[src/rtl/tpu_pkg.sv]
// Shared types and constants for the tracker pattern unpacker.
// Used by tpu_parser, tpu_result_fifo and tracker_pattern_unpacker; no dependencies.
package tpu_pkg;

    localparam int BYTE_W     = 8;
    localparam int ROW_W      = 6;
    localparam int CHAN_W     = 5;
    localparam int PARTS_W    = 3;

    // Flag byte: data-present bits above the channel field
    localparam int FLAG_NOTE_BIT = 5;
    localparam int FLAG_VOL_BIT  = 6;
    localparam int FLAG_EFF_BIT  = 7;

    // Pending-parts bit positions (same order as the flag bits)
    localparam int PART_NOTE = 0;
    localparam int PART_VOL  = 1;
    localparam int PART_EFF  = 2;

    // Result queue geometry
    localparam int FIFO_DEPTH = 4;
    localparam int FIFO_PTR_W = 2;
    localparam int FIFO_CNT_W = 3;

    typedef enum logic [2:0] {
        PH_FLAG,
        PH_NOTE,
        PH_INSTR,
        PH_VOL,
        PH_EFF,
        PH_PARAM
    } phase_t;

    // One grid write
    typedef struct packed {
        logic [ROW_W-1:0]  row;
        logic [CHAN_W-1:0] chan;
        logic [BYTE_W-1:0] note;
        logic [BYTE_W-1:0] instr;
        logic [BYTE_W-1:0] vol;
        logic [BYTE_W-1:0] eff;
        logic [BYTE_W-1:0] param;
        logic              trunc;
        logic              last;
    } result_t;

    // Result pushes caused by one input beat
    typedef struct packed {
        logic first;
        logic second;
    } push_t;

endpackage

[src/rtl/tpu_parser.sv]
// Byte parser: phase, row counter and held event fields, plus result formation.
// Depends on tpu_pkg.
module tpu_parser #(
    parameter int ROWS = 64
) (
    input  logic                      aclk,
    input  logic                      aresetn,
    input  logic                      s_fire,
    input  logic [tpu_pkg::BYTE_W-1:0] s_data_byte,
    input  logic                      s_final_byte,
    output tpu_pkg::push_t            push,
    output tpu_pkg::result_t          res0,
    output tpu_pkg::result_t          res1
);

    localparam int RW    = $clog2(ROWS + 1);
    localparam int EXT_W = RW + tpu_pkg::ROW_W;

    tpu_pkg::phase_t                  phase_reg, phase_next;
    logic [RW-1:0]                    row_reg, row_next;
    logic [tpu_pkg::PARTS_W-1:0]      pend_reg, pend_next;
    logic [tpu_pkg::CHAN_W-1:0]       chan_reg, chan_next;
    logic [tpu_pkg::BYTE_W-1:0]       note_reg, note_next;
    logic [tpu_pkg::BYTE_W-1:0]       instr_reg, instr_next;
    logic [tpu_pkg::BYTE_W-1:0]       vol_reg, vol_next;
    logic [tpu_pkg::BYTE_W-1:0]       eff_reg, eff_next;

    logic                             rows_done;
    logic                             flag_zero;
    logic                             tf_emit;
    logic                             tf_trunc;
    logic [EXT_W-1:0]                 row_ext;
    logic [tpu_pkg::ROW_W-1:0]        row_out;
    logic [tpu_pkg::PARTS_W-1:0]      flag_parts;

    // Flag byte decode
    assign rows_done  = (row_reg >= RW'(ROWS));
    assign flag_zero  = (s_data_byte == '0);
    assign flag_parts = s_data_byte[tpu_pkg::FLAG_EFF_BIT:tpu_pkg::FLAG_NOTE_BIT];
    // event written at once: no data parts, or the stream ends on the flag
    assign tf_emit    = !rows_done && !flag_zero && ((flag_parts == '0) || s_final_byte);
    assign tf_trunc   = s_data_byte[tpu_pkg::FLAG_NOTE_BIT] | s_data_byte[tpu_pkg::FLAG_VOL_BIT];
    assign row_ext    = EXT_W'(row_reg);
    assign row_out    = row_ext[tpu_pkg::ROW_W-1:0];

    // Next state
    always_comb begin
        phase_next = phase_reg;
        row_next   = row_reg;
        pend_next  = pend_reg;
        chan_next  = chan_reg;
        note_next  = note_reg;
        instr_next = instr_reg;
        vol_next   = vol_reg;
        eff_next   = eff_reg;
        if (s_fire) begin
            case (phase_reg)
                tpu_pkg::PH_NOTE: begin
                    note_next  = s_data_byte;
                    phase_next = tpu_pkg::PH_INSTR;
                end
                tpu_pkg::PH_INSTR: begin
                    instr_next = s_data_byte;
                    if (pend_reg[tpu_pkg::PART_VOL]) begin
                        phase_next = tpu_pkg::PH_VOL;
                    end else if (pend_reg[tpu_pkg::PART_EFF]) begin
                        phase_next = tpu_pkg::PH_EFF;
                    end else begin
                        phase_next = tpu_pkg::PH_FLAG;
                    end
                end
                tpu_pkg::PH_VOL: begin
                    vol_next   = s_data_byte;
                    phase_next = pend_reg[tpu_pkg::PART_EFF] ? tpu_pkg::PH_EFF
                                                             : tpu_pkg::PH_FLAG;
                end
                tpu_pkg::PH_EFF: begin
                    eff_next   = s_data_byte;
                    phase_next = tpu_pkg::PH_PARAM;
                end
                tpu_pkg::PH_PARAM: begin
                    phase_next = tpu_pkg::PH_FLAG;
                end
                default: begin
                    if (!rows_done) begin
                        if (flag_zero) begin
                            row_next = row_reg + RW'(1);
                        end else begin
                            chan_next  = s_data_byte[tpu_pkg::CHAN_W-1:0];
                            note_next  = '0;
                            instr_next = '0;
                            vol_next   = '0;
                            eff_next   = '0;
                            pend_next  = flag_parts;
                            if (tf_emit) begin
                                phase_next = tpu_pkg::PH_FLAG;
                            end else if (flag_parts[tpu_pkg::PART_NOTE]) begin
                                phase_next = tpu_pkg::PH_NOTE;
                            end else if (flag_parts[tpu_pkg::PART_VOL]) begin
                                phase_next = tpu_pkg::PH_VOL;
                            end else begin
                                phase_next = tpu_pkg::PH_EFF;
                            end
                        end
                    end
                end
            endcase
            // last beat of the pattern: back to the reset state
            if (s_final_byte) begin
                phase_next = tpu_pkg::PH_FLAG;
                row_next   = '0;
                pend_next  = '0;
                chan_next  = '0;
                note_next  = '0;
                instr_next = '0;
                vol_next   = '0;
                eff_next   = '0;
            end
        end
    end

    // Result pushes and contents
    always_comb begin
        push        = '0;
        res0.row    = row_out;
        res0.chan   = chan_reg;
        res0.note   = (phase_reg == tpu_pkg::PH_NOTE)  ? s_data_byte : note_reg;
        res0.instr  = (phase_reg == tpu_pkg::PH_INSTR) ? s_data_byte : instr_reg;
        res0.vol    = (phase_reg == tpu_pkg::PH_VOL)   ? s_data_byte : vol_reg;
        res0.eff    = eff_reg;
        res0.param  = '0;
        res0.trunc  = 1'b0;
        res0.last   = 1'b1;
        // second write: a flag byte taken in place of a missing effect
        res1.row    = row_out;
        res1.chan   = s_data_byte[tpu_pkg::CHAN_W-1:0];
        res1.note   = '0;
        res1.instr  = '0;
        res1.vol    = '0;
        res1.eff    = '0;
        res1.param  = '0;
        res1.trunc  = tf_trunc;
        res1.last   = 1'b1;
        case (phase_reg)
            tpu_pkg::PH_NOTE: begin
                push.first = s_fire && s_final_byte;
                res0.trunc = 1'b1;
            end
            tpu_pkg::PH_INSTR: begin
                push.first = s_fire && (s_final_byte ||
                             (!pend_reg[tpu_pkg::PART_VOL] && !pend_reg[tpu_pkg::PART_EFF]));
                res0.trunc = s_final_byte && pend_reg[tpu_pkg::PART_VOL];
            end
            tpu_pkg::PH_VOL: begin
                push.first = s_fire && (s_final_byte || !pend_reg[tpu_pkg::PART_EFF]);
            end
            tpu_pkg::PH_EFF: begin
                push.first  = s_fire && s_final_byte;
                push.second = s_fire && s_final_byte && tf_emit;
                res0.last   = !(s_final_byte && tf_emit);
            end
            tpu_pkg::PH_PARAM: begin
                push.first = s_fire;
                res0.param = s_data_byte;
            end
            default: begin
                push.first  = s_fire && tf_emit;
                res0.chan   = s_data_byte[tpu_pkg::CHAN_W-1:0];
                res0.note   = '0;
                res0.instr  = '0;
                res0.vol    = '0;
                res0.eff    = '0;
                res0.trunc  = s_final_byte && tf_trunc;
            end
        endcase
    end

    // State registers
    always_ff @(posedge aclk) begin
        if (!aresetn) begin
            phase_reg <= tpu_pkg::PH_FLAG;
            row_reg   <= '0;
            pend_reg  <= '0;
            chan_reg  <= '0;
            note_reg  <= '0;
            instr_reg <= '0;
            vol_reg   <= '0;
            eff_reg   <= '0;
        end else begin
            phase_reg <= phase_next;
            row_reg   <= row_next;
            pend_reg  <= pend_next;
            chan_reg  <= chan_next;
            note_reg  <= note_next;
            instr_reg <= instr_next;
            vol_reg   <= vol_next;
            eff_reg   <= eff_next;
        end
    end

    // Checks
    a_final_resets: assert property (@(posedge aclk) disable iff (!aresetn)
        s_fire && s_final_byte |=> phase_reg == tpu_pkg::PH_FLAG && row_reg == '0)
        else $error("state not cleared after last beat");

    a_second_needs_first: assert property (@(posedge aclk) disable iff (!aresetn)
        push.second |-> push.first)
        else $error("second result without first");

    a_second_only_eff_end: assert property (@(posedge aclk) disable iff (!aresetn)
        push.second |-> phase_reg == tpu_pkg::PH_EFF && s_final_byte)
        else $error("second result outside effect-skip case");

    a_event_within_rows: assert property (@(posedge aclk) disable iff (!aresetn)
        phase_reg != tpu_pkg::PH_FLAG |-> row_reg < RW'(ROWS))
        else $error("event parsing past last row");

endmodule

[src/rtl/tpu_result_fifo.sv]
// Four-entry result queue: takes up to two results per cycle, delivers one on pop_ready.
// Depends on tpu_pkg.
module tpu_result_fifo (
    input  logic              aclk,
    input  logic              aresetn,
    input  tpu_pkg::push_t    push,
    input  tpu_pkg::result_t  din0,
    input  tpu_pkg::result_t  din1,
    input  logic              pop_ready,
    output logic              out_valid,
    output tpu_pkg::result_t  dout,
    output logic              space_ok
);

    tpu_pkg::result_t                mem [tpu_pkg::FIFO_DEPTH];
    logic [tpu_pkg::FIFO_PTR_W-1:0]  wr_ptr_reg, wr_ptr_next;
    logic [tpu_pkg::FIFO_PTR_W-1:0]  rd_ptr_reg, rd_ptr_next;
    logic [tpu_pkg::FIFO_CNT_W-1:0]  count_reg, count_next;
    logic [tpu_pkg::FIFO_PTR_W-1:0]  wr_ptr_plus1;
    logic                            pop_fire;

    assign out_valid    = (count_reg != '0);
    assign dout         = mem[rd_ptr_reg];
    assign pop_fire     = out_valid && pop_ready;
    // room for the worst case of two results from one beat
    assign space_ok     = (count_reg <= tpu_pkg::FIFO_CNT_W'(tpu_pkg::FIFO_DEPTH - 2));
    assign wr_ptr_plus1 = wr_ptr_reg + tpu_pkg::FIFO_PTR_W'(1);

    // Pointer and fill count update
    always_comb begin
        wr_ptr_next = wr_ptr_reg + tpu_pkg::FIFO_PTR_W'(push.first)
                                 + tpu_pkg::FIFO_PTR_W'(push.second);
        rd_ptr_next = rd_ptr_reg + tpu_pkg::FIFO_PTR_W'(pop_fire);
        count_next  = count_reg + tpu_pkg::FIFO_CNT_W'(push.first)
                                + tpu_pkg::FIFO_CNT_W'(push.second)
                                - tpu_pkg::FIFO_CNT_W'(pop_fire);
    end

    always_ff @(posedge aclk) begin
        if (!aresetn) begin
            wr_ptr_reg <= '0;
            rd_ptr_reg <= '0;
            count_reg  <= '0;
        end else begin
            wr_ptr_reg <= wr_ptr_next;
            rd_ptr_reg <= rd_ptr_next;
            count_reg  <= count_next;
        end
    end

    // Entry storage
    always_ff @(posedge aclk) begin
        if (push.first) begin
            mem[wr_ptr_reg] <= din0;
        end
        if (push.second) begin
            mem[wr_ptr_plus1] <= din1;
        end
    end

    // Checks
    a_no_overflow: assert property (@(posedge aclk) disable iff (!aresetn)
        count_reg <= tpu_pkg::FIFO_CNT_W'(tpu_pkg::FIFO_DEPTH))
        else $error("result queue overflow");

    a_push_has_room: assert property (@(posedge aclk) disable iff (!aresetn)
        push.first |-> space_ok)
        else $error("push while queue lacks room");

    a_pair_order: assert property (@(posedge aclk) disable iff (!aresetn)
        push.second |-> push.first)
        else $error("second push without first");

endmodule

[src/rtl/tracker_pattern_unpacker.sv]
// Top level of the packed pattern unpacker: parser feeding a result queue.
// Depends on tpu_pkg, tpu_parser and tpu_result_fifo.
//
//  channel   direction  handshake          payload
//  s_        in         s_valid/s_ready    data_byte[7:0], final_byte
//  m_        out        m_valid/m_ready    row, channel, note, instrument, volume,
//                                          effect, param, truncated, last_of_run
//
// One byte is accepted per cycle; its results are queued the same edge, and an
// empty queue offers the first on m_ the next cycle. A byte yields zero, one or
// two results. s_ready stays high while the four-entry result queue has two free
// slots, so m_, taking one result per cycle on m_ready, sets the sustained rate.
// Synchronous active-low reset clears the parser and empties the queue.
module tracker_pattern_unpacker #(
    parameter int ROWS = 64
) (
    input  logic                       aclk,
    input  logic                       aresetn,
    input  logic                       s_valid,
    output logic                       s_ready,
    input  logic [tpu_pkg::BYTE_W-1:0] s_data_byte,
    input  logic                       s_final_byte,
    output logic                       m_valid,
    input  logic                       m_ready,
    output logic [tpu_pkg::ROW_W-1:0]  m_row_index,
    output logic [tpu_pkg::CHAN_W-1:0] m_channel_index,
    output logic [tpu_pkg::BYTE_W-1:0] m_note_value,
    output logic [tpu_pkg::BYTE_W-1:0] m_instrument_value,
    output logic [tpu_pkg::BYTE_W-1:0] m_volume_value,
    output logic [tpu_pkg::BYTE_W-1:0] m_effect_value,
    output logic [tpu_pkg::BYTE_W-1:0] m_effect_param,
    output logic                       m_truncated,
    output logic                       m_last_of_run
);

    logic              s_fire;
    tpu_pkg::push_t    push;
    tpu_pkg::result_t  res0;
    tpu_pkg::result_t  res1;
    tpu_pkg::result_t  head;

    assign s_fire = s_valid && s_ready;

    // Byte parser
    tpu_parser #(
        .ROWS (ROWS)
    ) u_parser (
        .aclk         (aclk),
        .aresetn      (aresetn),
        .s_fire       (s_fire),
        .s_data_byte  (s_data_byte),
        .s_final_byte (s_final_byte),
        .push         (push),
        .res0         (res0),
        .res1         (res1)
    );

    // Result queue
    tpu_result_fifo u_fifo (
        .aclk      (aclk),
        .aresetn   (aresetn),
        .push      (push),
        .din0      (res0),
        .din1      (res1),
        .pop_ready (m_ready),
        .out_valid (m_valid),
        .dout      (head),
        .space_ok  (s_ready)
    );

    // Result beat fields
    assign m_row_index        = head.row;
    assign m_channel_index    = head.chan;
    assign m_note_value       = head.note;
    assign m_instrument_value = head.instr;
    assign m_volume_value     = head.vol;
    assign m_effect_value     = head.eff;
    assign m_effect_param     = head.param;
    assign m_truncated        = head.trunc;
    assign m_last_of_run      = head.last;

endmodule
[config.mk]
export PLATFORM = sky130hd
export DESIGN_NAME = tracker_pattern_unpacker
export DESIGN_NICKNAME = d
export VERILOG_FILES = /design/src/rtl/tpu_pkg.sv /design/src/rtl/tpu_parser.sv /design/src/rtl/tpu_result_fifo.sv /design/src/rtl/tracker_pattern_unpacker.sv
export SDC_FILE = /design/constraint.sdc
export NUM_CORES = 1
export LEC_CHECK = 0
export BUFFER_PORTS_ARGS = -buffer_cell sky130_fd_sc_hd__buf_2
export CAP_MARGIN = 10
export CORE_ASPECT_RATIO = 2
export CORE_UTILIZATION = 30
export DETAILED_ROUTE_END_ITERATION = 8
export PLACE_DENSITY_LB_ADDON = 0.1
export SLEW_MARGIN = 20
export SYNTH_ARGS = -nofsm -noshare
export SYNTH_HDL_FRONTEND = slang
export SYNTH_SLANG_ARGS = --single-unit
[constraint.sdc]
create_clock -name aclk -period 4.1 [get_ports aclk]
set_input_delay 0.615 -clock aclk [delete_from_list [all_inputs] [get_ports aclk]]
set_output_delay 0.615 -clock aclk [all_outputs]
set_load 0.02 [all_outputs]
==> summary.txt <==
Setup path
  – Startpoint Class: flop
  – CP dominant cell by count: fa_1
  – Crit-path slowest cell: o2111a_1
  – Worst-path maximum fanout: 17
  – Crit Path Class: reg2reg
  – Critical path, cell by cell: nor2_2, o2111a_1, nand3_1, ha_1, fa_1, inv_1, fa_1, and2_1
  – Max incr delay on CP: 0.62 ns
  – Crit path max-delay family: adder cells
  – CP Capture Type: flop
  – Worst Path Arrival: 3.76 ns
  – Critical Path RT: 4.55 ns
  – Crit path buf inv count: 1

Cells and area
  – Synthesis-to-finish area growth: 14.1%
  – Layout Cells excl Fill: 1817
  – Layout Nets: 1279
  – Most frequent cells in the layout: dfxtp_1, nand2_1, o21ai_0
  – Antenna Cells: 0
  – Biggest register: u_fifo.mem
  – FILL cells: 4244
  – Max FFs per register: 212
  – Area of the multi-input gates: 0.00622 mm^2
  – Sequential cell area: 0.00585 mm^2
  – Leading cell type in the layout, fill and taps excluded: dfxtp_1
  – Layout cells sized above 1: 0.229

Clock network
  – Clock latency on the worst-skew pair: 0.56 ns
  – CTS resizes: 0
  – Clock root buffer: clkbuf_16
  – CTS Buf Count: 27
  – Clock Sinks: 268
  – H-Tree Level Count: 1
  – CTS max path bufs: 3
  – CTS tree: built
  – Clock-pin slew on the worst setup and hold paths: 0.07 ns
  – Hold buffers post-CTS: 0
  – Post-CTS Setup Bufs: 0

Power
  – Leak: 0.00532 uW
  – Max IR drop VDD: 281 uV
  – Total power: 7380 uW
  – Pwr dens: 511 mW/mm^2

Synth
  – Post-Synth Simple-Gate Area: 0.134
  – Asr flop ratio synth: 0
  – EDFF count, synth: 48
  – Post-Synth XOR/XNOR Area: 0.00276
  – Distinct cells, synth: 76
  – Ys Warns: 0
  – Synthesized area: 0.0127 mm^2
  – Post-Syn Instances: 1226
  – Syn Nets: 1247
  – Mean Syn Cell Area: 10.3 um^2
  – Main combinational cell family by area after synthesis: compound AO/OA/AOI/OAI gates
  – Adder-Cell Fraction of Synth Area: 0.00968
  – Sequential area share after synthesis: 0.461
  – Synth Area in Compound Gates: 0.210
  – Main synth FF type: dfxtp_1
  – Post-synthesis mux area share: 0.133
  – Yosys reg bits: 268

Drt
  – First DRT Iteration DRCs: 467
  – Drt pass-1 iters: 4
  – DR DRC count: 0
  – Wire per inst: 24.4 um
  – Via/cell ratio: 5.47
  – DR vias: 9942
  – ANT nets after route: 0
  – WL final: 44300 um

Run status
  – Status: finished clean

Die
  – Die Wd: 147 um
  – Top-Level Pins: 68
  – Die ar.: 0.0431 mm^2
  – Die height: 293 um
  – Starting Density: 0.303
  – Core footprint: 0.0418 mm^2
  – Rows: 106

STA
  – Unrepaired setup endpoints after global routing: false
  – Setup_tns: 0 ns
  – Slew HR: 0.286
  – Hold_ws: 0.456 ns
  – Min setup slack post-route: 0.783 ns
  – Fin crit period: 3.32 ns
  – Max Clk Rate: 0.302 GHz
  – Slew at the pin closest to its max-slew limit: 1.06 ns
  – Fin. Hold Viols: 0
  – Crit share post-route: 0.809
  – Clock Skew: 0.0182 ns
  – Max Slew Vio Count: 0
  – Setup violators final: 0

Job
  – Max cap viols: 0

Min path
  – Hold Crit Class: reg2reg

Global route
  – GRT Util Overall: 0.209
  – Initial antenna violation count: 0
  – Vias in the first global route: 10400
  – Largest net degree at the start of global routing: 69
  – Gr ovfl total: 0
  – First-pass GRT wire length: 67400 um

Placement
  – Post-place setup slack: 0.783 ns
  – DP HPWL: 29600 um
  – Placer Congestion: 0.830
  – Placed cells: 1769
  – Port Buffer Count: 67
-- cell usage after synthesis, types with 17 or more instances --
| library cell | instances | area, um^2 |
|---|---|---|
| nor2_1 | 24 | 90.1 |
| a21boi_0 | 19 | 143 |
| edfxtp_1 | 48 | 1440 |
| o22ai_1 | 22 | 138 |
| clkbuf_1 | 62 | 233 |
| mux2i_1 | 48 | 480 |
| a31o_2 | 32 | 280 |
| and2_1 | 21 | 131 |
| a22o_1 | 25 | 219 |
| nor2b_1 | 17 | 106 |
| mux4_2 | 53 | 1190 |
| o21ai_0 | 96 | 480 |
| inv_1 | 19 | 71.3 |
| nand3_1 | 36 | 180 |
| dfxtp_1 | 220 | 4400 |
| o211ai_1 | 51 | 383 |
| buf_2 | 35 | 175 |
| nand2_1 | 149 | 559 |
| a21oi_1 | 41 | 205 |
| and3_1 | 33 | 206 |
-- per-stage QoR --
step	util	area, um^2
4_1_cts	0.346	14500
3_5_place_dp	0.326	13600
2_1_floorplan	-	12700
3_3_place_gp	0.326	13600
5_1_grt	0.346	14500
6_report	0.346	14500
-- worst min-delay path: cells and delay by family, from the launching register on --
family | cells | cell delay, ns
AO/OA/AOI/OAI | 1 | 0.06
flip-flops | 1 | 0.31
AND/OR/NAND/NOR | 1 | 0.05
-- worst paths after layout --
check                                            to  slack (ns)                  start  depth (start not counted)
worst max register to register  u_fifo.count_reg[1]        0.78  u_parser.phase_reg[1]                          8
worst min register to register    u_fifo.mem[0][38]        0.46      u_fifo.mem[0][38]                          2
worst min-delay path              u_fifo.mem[0][38]        0.46      u_fifo.mem[0][38]                          2
worst max-delay path            u_fifo.count_reg[1]        0.78  u_parser.phase_reg[1]                          8
-- where the power goes --
group / internal [uW] / switching [uW] / leakage [uW] / total (uW)
Clock: 1350 / 1120 / 0.000416 / 2470
Combinational: 694 / 1160 / 0.00269 / 1860
Sequential: 2870 / 191 / 0.00222 / 3060
-- logic make-up (layout without fill, tap and decap cells) --
logic type	count (synthesis)	in the layout
AOI/OAI and AO/OA	375	375
xor gates and xnor gates	4	4
adders and majority gates	8	8
buffers and inverters	135	186
DFF	268	268
muxes	102	102
and+or+nand+nor	334	334
-- routing by layer --
| layer | wire length [um] | track usage |
|---|---|---|
| met3 | 1350 | 0.0196 |
| met5 | 0 | 0 |
| met4 | 1610 | 0.0805 |
| met1 | 16600 | 0.227 |
| met2 | 24800 | 0.406 |
-- final cells by class --
class / instances / share of cell area
well taps: 540 / 0.0467
clock buffers: 37 / 0.0521
multi-input cells: 823 / 0.430
clock inverters: 11 / 0.00692
repair buffers: 119 / 0.0545
flip-flops and latches: 268 / 0.405
inverters: 19 / 0.00493
Power figures use the tool's default switching activity.
